<file path="src/hw/rtl/vpa_pkg.sv">
// vpa_pkg: beat types, status codes and entry layout for the partition allocator.
// No dependencies.
`default_nettype none
package vpa_pkg;
  localparam logic [1:0] ST_OK       = 2'd0;
  localparam logic [1:0] ST_NO_HOLE  = 2'd1;
  localparam logic [1:0] ST_FULL     = 2'd2;
  localparam logic [1:0] ST_NO_OWNER = 2'd3;

  localparam logic KIND_ALLOC = 1'b0;
  localparam logic KIND_FREE  = 1'b1;

  typedef struct packed {
    logic        kind;
    logic [7:0]  owner_id;
    logic [15:0] size_request;
  } in_beat_t;

  typedef struct packed {
    logic [1:0]  status;
    logic [5:0]  slot_index;
    logic [15:0] base_address;
    logic [15:0] granted_size;
  } out_beat_t;

  // one table entry as stored in memory
  typedef struct packed {
    logic [15:0] base;
    logic [15:0] size;
    logic        used;
    logic [7:0]  owner;
  } entry_t;
endpackage
`default_nettype wire

</file>
<file path="src/hw/rtl/vpa_table.sv">
// vpa_table: partition table memory, one write port, one read port, registered read.
// Depends on vpa_pkg.
`default_nettype none
module vpa_table #(
  parameter int DEPTH = 64,
  parameter int AW    = 6
) (
  input  wire logic             clk,
  input  wire logic             we,
  input  wire logic [AW-1:0]    waddr,
  input  wire vpa_pkg::entry_t  wdata,
  input  wire logic [AW-1:0]    raddr,
  output vpa_pkg::entry_t       rdata
);
  vpa_pkg::entry_t mem [DEPTH];

  always_ff @(posedge clk) begin
    if (we) mem[waddr] <= wdata;
    rdata <= mem[raddr];
  end
endmodule
`default_nettype wire

</file>
<file path="src/hw/rtl/vpa_round.sv">
// vpa_round: rounds a request up to whole granules, one granule minimum.
// Reciprocal multiplication in a three-stage pipeline. Depends on nothing.
`default_nettype none
module vpa_round #(
  parameter int GRANULE = 100
) (
  input  wire logic        clk,
  input  wire logic        rst,
  input  wire logic        start,
  input  wire logic [15:0] req,
  output logic             done,
  output logic [16:0]      need
);
  // floor(n / GRANULE) == (n * RECIP) >> SH for every 17-bit n
  localparam int LG = $clog2(GRANULE);
  localparam int SH = 17 + LG;
  localparam int MW = SH + 1;
  localparam int PW = 17 + MW;
  localparam longint unsigned RECIP =
    ((64'd1 << SH) + 64'(GRANULE) - 64'd1) / 64'(GRANULE);
  localparam logic [MW-1:0] MUL = MW'(RECIP);
  localparam logic [16:0] G   = 17'(GRANULE);
  localparam logic [16:0] GM1 = 17'(GRANULE - 1);

  logic [16:0]   num, blocks, blk1;
  logic [PW-1:0] prod;
  logic [33:0]   grant;
  logic          v1, v2;

  assign prod  = PW'(num) * PW'(MUL);
  assign blk1  = (blocks == 17'd0) ? 17'd1 : blocks;
  assign grant = 34'(blk1) * 34'(G);

  // stage 1: bias for ceiling, stage 2: quotient, stage 3: granted size
  always_ff @(posedge clk) begin
    if (rst) begin
      v1   <= 1'b0;
      v2   <= 1'b0;
      done <= 1'b0;
    end else begin
      v1   <= start;
      v2   <= v1;
      done <= v2;
    end
    if (start) num <= 17'(req) + GM1;
    if (v1) blocks <= prod[SH +: 17];
    if (v2) need <= grant[16:0];
  end
endmodule
`default_nettype wire

</file>
<file path="src/hw/rtl/variable_partition_allocator.sv">
// variable_partition_allocator: top level, sequencer over the partition table.
// Depends on vpa_pkg, vpa_table, vpa_round.
//
// Usage: one input channel (in_valid/in_stall/in_data), one result channel
// (out_valid/out_stall/out_data), one result beat per input beat. fit_mode is
// written through cfg_we/cfg_data; the user must do so only while the block is
// idle, the block itself does not enforce it. Items are taken one at a time.
// An allocate rounds the request, reduces a stale next-fit start by repeated
// subtraction, then searches slot by slot; on a split the later entries are
// shifted up one slot each. A free searches slot by slot up to the owner's
// entry, then runs a merge sweep over the entries, moving later entries down
// on each merge. The single memory port sets the pace, every visited entry
// costs a read and a write-back slot. out_valid is registered and rises in
// S_OUT, after the result is in out_data.
// Reset is synchronous: slot 0 is written as one free hole covering
// TOTAL_MEMORY in S_INIT after reset, count is one.
// A result sits in the output register until taken; until then no new
// item is accepted.
`default_nettype none
module variable_partition_allocator #(
  parameter int MAX_ENTRIES  = 64,
  parameter int TOTAL_MEMORY = 65500,
  parameter int GRANULE      = 100
) (
  input  wire logic               clk,
  input  wire logic               rst,
  input  wire logic               cfg_we,
  input  wire logic               cfg_data,
  input  wire logic               in_valid,
  output logic                    in_stall,
  input  wire vpa_pkg::in_beat_t  in_data,
  output logic                    out_valid,
  input  wire logic               out_stall,
  output vpa_pkg::out_beat_t      out_data
);
  localparam int AW = $clog2(MAX_ENTRIES);
  localparam int CW = $clog2(MAX_ENTRIES + 1);
  localparam logic [CW-1:0] MAXC = CW'(MAX_ENTRIES);

  localparam logic [4:0] S_INIT  = 5'd0;
  localparam logic [4:0] S_IDLE  = 5'd1;
  localparam logic [4:0] S_ROUND = 5'd2;
  localparam logic [4:0] S_SRD   = 5'd3;
  localparam logic [4:0] S_SCHK  = 5'd4;
  localparam logic [4:0] S_SHRD  = 5'd5;
  localparam logic [4:0] S_SHWR  = 5'd6;
  localparam logic [4:0] S_SPLIT = 5'd7;
  localparam logic [4:0] S_FRD   = 5'd8;
  localparam logic [4:0] S_FCHK  = 5'd9;
  localparam logic [4:0] S_MRD   = 5'd10;
  localparam logic [4:0] S_MCHK  = 5'd11;
  localparam logic [4:0] S_CPRD  = 5'd12;
  localparam logic [4:0] S_CPWR  = 5'd13;
  localparam logic [4:0] S_OUT   = 5'd14;
  localparam logic [4:0] S_MOD   = 5'd15;
  localparam logic [4:0] S_GRANT = 5'd16;

  logic [4:0]    state;
  logic          fit_mode;
  logic [CW-1:0] count;
  logic [AW-1:0] last_slot;
  vpa_pkg::in_beat_t  item;
  vpa_pkg::entry_t    hole, prev;
  logic [CW-1:0] idx, visited, k;
  logic          prev_free;

  logic            we;
  logic [AW-1:0]   waddr, raddr;
  vpa_pkg::entry_t wdata, rdata;

  logic        rnd_start, rnd_done;
  logic [16:0] need;

  vpa_table #(.DEPTH(MAX_ENTRIES), .AW(AW)) u_table (
    .clk(clk), .we(we), .waddr(waddr), .wdata(wdata), .raddr(raddr), .rdata(rdata)
  );

  vpa_round #(.GRANULE(GRANULE)) u_round (
    .clk(clk), .rst(rst), .start(rnd_start), .req(in_data.size_request),
    .done(rnd_done), .need(need)
  );

  assign in_stall  = (state != S_IDLE);
  assign rnd_start = (state == S_IDLE) && in_valid && in_data.kind == vpa_pkg::KIND_ALLOC;

  // next index in the circular search
  logic [CW-1:0] idx_inc;
  assign idx_inc = (idx + 1'b1 == count) ? '0 : idx + 1'b1;

  // memory ports, combinational from state
  always_comb begin
    we    = 1'b0;
    waddr = idx[AW-1:0];
    wdata = rdata;
    raddr = idx[AW-1:0];
    unique case (state)
      S_INIT: begin
        we    = 1'b1;
        waddr = '0;
        wdata = '{base: 16'd0, size: 16'(TOTAL_MEMORY), used: 1'b0, owner: 8'd0};
      end
      S_SCHK: begin
        // exact fit marks the hole used in place
        if (!rdata.used && {1'b0, rdata.size} >= need && {1'b0, rdata.size} == need) begin
          we = 1'b1;
          wdata = '{base: rdata.base, size: rdata.size, used: 1'b1, owner: item.owner_id};
        end
      end
      S_SHRD:  raddr = AW'(k - 1'b1);
      S_SHWR: begin
        we = 1'b1; waddr = k[AW-1:0]; wdata = rdata;
      end
      S_SPLIT: begin
        we = 1'b1; waddr = AW'(idx + 1'b1);
        wdata = '{base: hole.base + need[15:0], size: hole.size - need[15:0],
                  used: 1'b0, owner: 8'd0};
      end
      S_GRANT: begin
        // granted part stays in the hole's slot
        we = 1'b1;
        wdata = '{base: hole.base, size: need[15:0], used: 1'b1, owner: item.owner_id};
      end
      S_FCHK: begin
        if (rdata.used && rdata.owner == item.owner_id) begin
          we = 1'b1;
          wdata = '{base: rdata.base, size: rdata.size, used: 1'b0, owner: 8'd0};
        end
      end
      S_MCHK: begin
        if (prev_free && !rdata.used) begin
          we = 1'b1; waddr = AW'(idx - 1'b1);
          wdata = '{base: prev.base, size: prev.size + rdata.size, used: 1'b0,
                    owner: prev.owner};
        end
      end
      S_CPRD:  raddr = AW'(k + 1'b1);
      S_CPWR: begin
        we = 1'b1; waddr = k[AW-1:0]; wdata = rdata;
      end
      default: ;
    endcase
  end

  // sequencer
  always_ff @(posedge clk) begin
    if (rst) begin
      state     <= S_INIT;
      fit_mode  <= 1'b0;
      count     <= CW'(1);
      last_slot <= '0;
      out_valid <= 1'b0;
    end else begin
      if (cfg_we) fit_mode <= cfg_data;
      unique case (state)
        S_INIT: state <= S_IDLE;
        S_IDLE: begin
          if (in_valid) begin
            item <= in_data;
            idx  <= '0;
            visited <= '0;
            prev_free <= 1'b0;
            state <= (in_data.kind == vpa_pkg::KIND_ALLOC) ? S_ROUND : S_FRD;
          end
        end
        S_ROUND: begin
          if (rnd_done) begin
            idx <= fit_mode ? CW'(last_slot) : '0;
            state <= S_MOD;
          end
        end
        // reduce a stale next-fit start below the entry count
        S_MOD: begin
          if (idx >= count) idx <= idx - count;
          else state <= S_SRD;
        end
        S_SRD: state <= S_SCHK;
        S_SCHK: begin
          if (!rdata.used && {1'b0, rdata.size} >= need) begin
            hole <= rdata;
            if ({1'b0, rdata.size} == need) begin
              last_slot <= idx[AW-1:0];
              out_data <= '{status: vpa_pkg::ST_OK, slot_index: 6'(idx),
                            base_address: rdata.base, granted_size: need[15:0]};
              state <= S_OUT;
            end else if (count >= MAXC) begin
              out_data <= '{status: vpa_pkg::ST_FULL, slot_index: 6'd0,
                            base_address: 16'd0, granted_size: 16'd0};
              state <= S_OUT;
            end else begin
              k <= count;
              state <= (count > idx + 1'b1) ? S_SHRD : S_SPLIT;
            end
          end else if (visited + 1'b1 >= count) begin
            out_data <= '{status: vpa_pkg::ST_NO_HOLE, slot_index: 6'd0,
                          base_address: 16'd0, granted_size: 16'd0};
            state <= S_OUT;
          end else begin
            visited <= visited + 1'b1;
            idx <= idx_inc;
            state <= S_SRD;
          end
        end
        S_SHRD: state <= S_SHWR;
        S_SHWR: begin
          k <= k - 1'b1;
          state <= (k - 1'b1 > idx + 1'b1) ? S_SHRD : S_SPLIT;
        end
        S_SPLIT: begin
          count <= count + 1'b1;
          last_slot <= idx[AW-1:0];
          out_data <= '{status: vpa_pkg::ST_OK, slot_index: 6'(idx),
                        base_address: hole.base, granted_size: need[15:0]};
          state <= S_GRANT;
        end
        S_GRANT: state <= S_OUT;
        S_FRD: state <= S_FCHK;
        S_FCHK: begin
          if (rdata.used && rdata.owner == item.owner_id) begin
            out_data <= '{status: vpa_pkg::ST_OK, slot_index: 6'(idx),
                          base_address: rdata.base, granted_size: 16'd0};
            idx <= '0;
            state <= S_MRD;
          end else if (idx + 1'b1 >= count) begin
            out_data <= '{status: vpa_pkg::ST_NO_OWNER, slot_index: 6'd0,
                          base_address: 16'd0, granted_size: 16'd0};
            state <= S_OUT;
          end else begin
            idx <= idx + 1'b1;
            state <= S_FRD;
          end
        end
        S_MRD: state <= (idx >= count) ? S_OUT : S_MCHK;
        S_MCHK: begin
          if (prev_free && !rdata.used) begin
            prev <= '{base: prev.base, size: prev.size + rdata.size, used: 1'b0,
                      owner: prev.owner};
            k <= idx;
            count <= count - 1'b1;
            state <= (idx + 1'b1 < count) ? S_CPRD : S_MRD;
          end else begin
            prev <= rdata;
            prev_free <= !rdata.used;
            idx <= idx + 1'b1;
            state <= S_MRD;
          end
        end
        S_CPRD: state <= S_CPWR;
        S_CPWR: begin
          k <= k + 1'b1;
          state <= (k + 2'd2 < count + 1'b1) ? S_CPRD : S_MRD;
        end
        S_OUT: begin
          if (!out_valid) out_valid <= 1'b1;
          else if (!out_stall) begin
            out_valid <= 1'b0;
            state <= S_IDLE;
          end
        end
        default: state <= S_IDLE;
      endcase
    end
  end
endmodule
`default_nettype wire

</file>
<file path="config.mk">
export PLATFORM = sky130hd
export DESIGN_NAME = variable_partition_allocator
export DESIGN_NICKNAME = d
export VERILOG_FILES = /design/src/hw/rtl/vpa_pkg.sv /design/src/hw/rtl/vpa_table.sv /design/src/hw/rtl/vpa_round.sv /design/src/hw/rtl/variable_partition_allocator.sv
export SDC_FILE = /design/constraint.sdc
export NUM_CORES = 2
export LEC_CHECK = 0
export ABC_AREA = 1
export BUFFER_PORTS_ARGS = -buffer_cell sky130_fd_sc_hd__buf_4
export CAP_MARGIN = 20
export CORE_ASPECT_RATIO = 0.6
export CORE_UTILIZATION = 26
export DETAILED_ROUTE_END_ITERATION = 10
export PLACE_DENSITY = 0.4
export SYNTH_ARGS = -nofsm -noshare
export SYNTH_HDL_FRONTEND = slang
export SYNTH_SLANG_ARGS = --single-unit
</file>
<file path="constraint.sdc">
create_clock -name clk -period 9.45 [get_ports clk]
set_input_delay 1.89 -clock clk [delete_from_list [all_inputs] [get_ports clk]]
set_output_delay 1.89 -clock clk [all_outputs]
set_load 0.03 [all_outputs]
</file>
==> results.toml <==
[run_status]
outcome = "completed"

[routing]
met3_length_um = 41300
top_signal_layer_used = "met5"
antenna_left = 0
drt-met1-wl_um = 265000
routed_length_on_met2_um = 190000
routed-via-count = 94183
drc_errors = 0
drtPass1Iterations = 5
drt_iter0_drc = 10795
totalWireLength_um = 505000
routed_wire_length_per_instance_um = 24.4
routed_via_density = 4.55

[clock_tree]
clkLatencyLatePin_ps = 950
cts-htree-levels = 5
number_of_gates_resized_after_cts = 0
cts_hold_buffers = 0
clock_path_buffers = 4
cts.clk_slew.worst_paths_ps = 70
tritoncts = "built"
clk_root_buffer_cell = "clkbuf_16"
postCtsSetupRepairBufs = 0
cts_made_buffers = 292
cts_num_sinks = 2871

[placed_design]
dpl-instance-area_um2 = 145000
detailedPlacementHpwl_um = 302000
port_buffers = 70
gpl.final_weighted_congestion = 0.840

[finish]
fin_area_um2 = 154000
nNetsFinal = 13958
postLayoutCoreUtil = 0.297
fillers = 54179
area_delta_synth_final_pct = 13.8
post_route_cells_drive_above_1_share = 0.0634

[sta]
whs_ps = 427
drv_slew = 0
tightest_pin_transition_ps = 1200
report.final.hold_viol_count = 0
worst_clock_skew_ps = 47.0
grt_setup_unrepaired = "no"
slew_headroom = 0.196
fin_crit_ps = 6030
fmax_mhz = 166
totalNegativeSetupSlack_ps = 0
finalSetupViolCount = 0
post-route-period-util = 0.639

[worst_setup_path]
r2r_cells = 20
worst_r2r_startpoint = "u_round.num[3]"
cp-start-kind = "flip-flop"
critical_path.max_fanout = 7
timing_worst_setup_path_type = "reg2reg"
endpoint_kind = "flip-flop"
r2r_slack_ps = 3420
worst_r2r_endpoint = "u_round.blocks[9]"
cp.arrival_ps = 6710
worst_ep_required_time_ps = 10120

[grt]
first_global_vias = 88439
grt_antenna_before_repair = 49
grt_first_pass_wirelength_um = 709000
grt_max_degree = 144
overflow = 0
gr-usage-all-layers = 0.187

[synthesis]
syn-cell-area_um2 = 136000
synthDistinctLibCells = 49
yosysTopAreaCell = "edfxtp_1"
yosysSeqAreaShare = 0.631
synth_top_flop_cell = "edfxtp_1"
postSynth.asyncResetShare = 0
yosys_warnings = 0
post_synth.cell_area_avg_um2 = 10.0
post-synth-top-area-fraction = 0.621
synth_enable_flop_cells = 2807
synth_top_cells_by_area = "edfxtp_1 (62%), nand3_1 (10%), nand2_1 (8.1%)"
gate_count_of_the_mapped_netlist = 13535
synth_seq_cells = 2871

[die]
area_of_the_die_um2 = 525000
pin_count = 73
die_width_um = 935
core-area_um2 = 520000
die_y_um = 562
fp-row-count = 205
initial_core_utilization = 0.261

[power]
power_switching_mw = 23.9
irDropWorstVdd_mv = 0.371
pwr-share-seq = 0.342
leakage_nw = 64.8
clkPwrFrac = 0.217
p_sw_frac = 0.449
power_density_nw_per_um2 = 344
comb_power_share = 0.441
cellInternalPower_mw = 29.3

[hold_path]
worst_hold_path.num_cells = 0
min-delay-start = "u_table.rdata[25]"
min_delay_worst_endpoint = "hole[25]"
min_path_type = "reg2reg"

[job]
drv_cap = 0
sequential cells by signal, summed over array words and instances (netlist names), 5 cells and up:
register        flops
out_data           38
state               5
u_table.rdata      41
visited             7
item                8
u_round.num        17
prev               40
hole               32
u_round.blocks     11
k                   7
u_round.need       15
count               7
idx                 7
u_table.mem      2624
last_slot           6
power groups by stage:
stage                     clock network, mW  logic [mW]  registers, mW
final                                  11.5        23.4           18.2
after global routing                   12.3        25.4           18.3
after CTS                              11.8        23.3           18.2
after detailed placement                  0        23.2           18.5
after global placement                    0        23.4           18.5
after floorplan                           0        12.3           18.6
critical path, stage by stage (launching register included):
cell	delay, ps
edfxtp_1	580
fa_1	680
inv_1	90
fa_1	510
inv_1	50
fa_1	500
inv_1	50
fa_1	520
inv_1	50
fa_1	470
inv_1	50
fa_1	470
inv_1	50
ha_1	310
nand2_1	90
nor2_1	120
nand2_1	60
o21ai_0	510
a21oi_1	290
o21bai_1	250
xor2_1	100
per-stage QoR:
step / total power, mW / cells / worst slack (ps)
CTS: 53.3 / 20671 / 3440
global route: 55.9 / 20675 / 3050
floorplan: 30.9 / 13536 / 4070
finish: 53.2 / 20681 / 3420
global placement: 41.9 / 20160 / 3330
detailed placement: 41.7 / 20168 / 3440
Yosys cell counts (all sizes together) (12+ instances only):
master  instances
o22ai          14
o221ai         14
nor2          273
dfxtp          64
a21oi         158
inv          2936
ha            276
xor2           68
nand2        2937
clkbuf        206
o211ai         21
fa            120
a221oi         15
edfxtp       2807
a22oi          12
o21ai         164
nor3           34
xnor2          14
nand3        2839
buf           434
nand4          32
layer usage:
metal / vias up / global-route usage
met3: 466 / 0.0416
met4: 6 / 0.0332
met5: - / 0
li1: 44154 / -
met2: 3006 / 0.244
met1: 46551 / 0.310
worst max-delay path by stage:
stage                    from           endpoint
6_report       u_round.num[3]  u_round.blocks[9]
3_3_place_gp   u_round.num[3]  u_round.blocks[9]
4_1_cts        u_round.num[3]  u_round.blocks[9]
3_5_place_dp   u_round.num[3]  u_round.blocks[9]
2_1_floorplan             rst       out_data[10]
5_1_grt        u_round.num[3]  u_round.blocks[9]
logic make-up after synthesis:
kind of cell,Yosys count,share of synthesized area
simple gates,6145,0.198
xor+xnor,82,0.00529
fa+ha+maj,396,0.0432
compound gates,459,0.0197
other cells,1,0.0000276
flops,2871,0.631
buf+inv,3581,0.103
area by class of cell:
type,count,area (µm²),area share
Sequential cell,2871,85600,0.554
Multi-Input combinational cell,7084,37100,0.241
Inverter,2941,11100,0.0717
Tap cell,6934,8680,0.0562
Clock buffer,365,7650,0.0496
Timing Repair Buffer,341,3060,0.0198
Clock inverter,138,1170,0.00759
Antenna cell,7,17.5,0.000113
cell usage in the layout, fill, tap and decap left out, drive strengths merged, types with 2 or more instances in the layout:
cell type / instances
o21bai: 11
nor4: 4
and2: 2
diode: 7
buf: 341
nor2: 273
o221ai: 14
dfxtp: 64
a21o: 5
and3: 2
o21a: 9
nand3b: 10
a31oi: 8
bufinv: 15
or2: 11
o21ai: 164
a221oi: 15
a21oi: 158
clkbuf: 365
nand4: 32
a211oi: 10
inv: 2949
o311ai: 2
o31ai: 3
xnor2: 14
a21boi: 2
ha: 276
o211ai: 21
a22oi: 12
clkinv: 113
nand2: 2937
clkinvlp: 2
xor2: 68
o22ai: 14
nand3: 2839
fa: 120
conb: 2
o2111ai: 10
edfxtp: 2807
nor3: 34
Power figures use the tool's default switching activity.
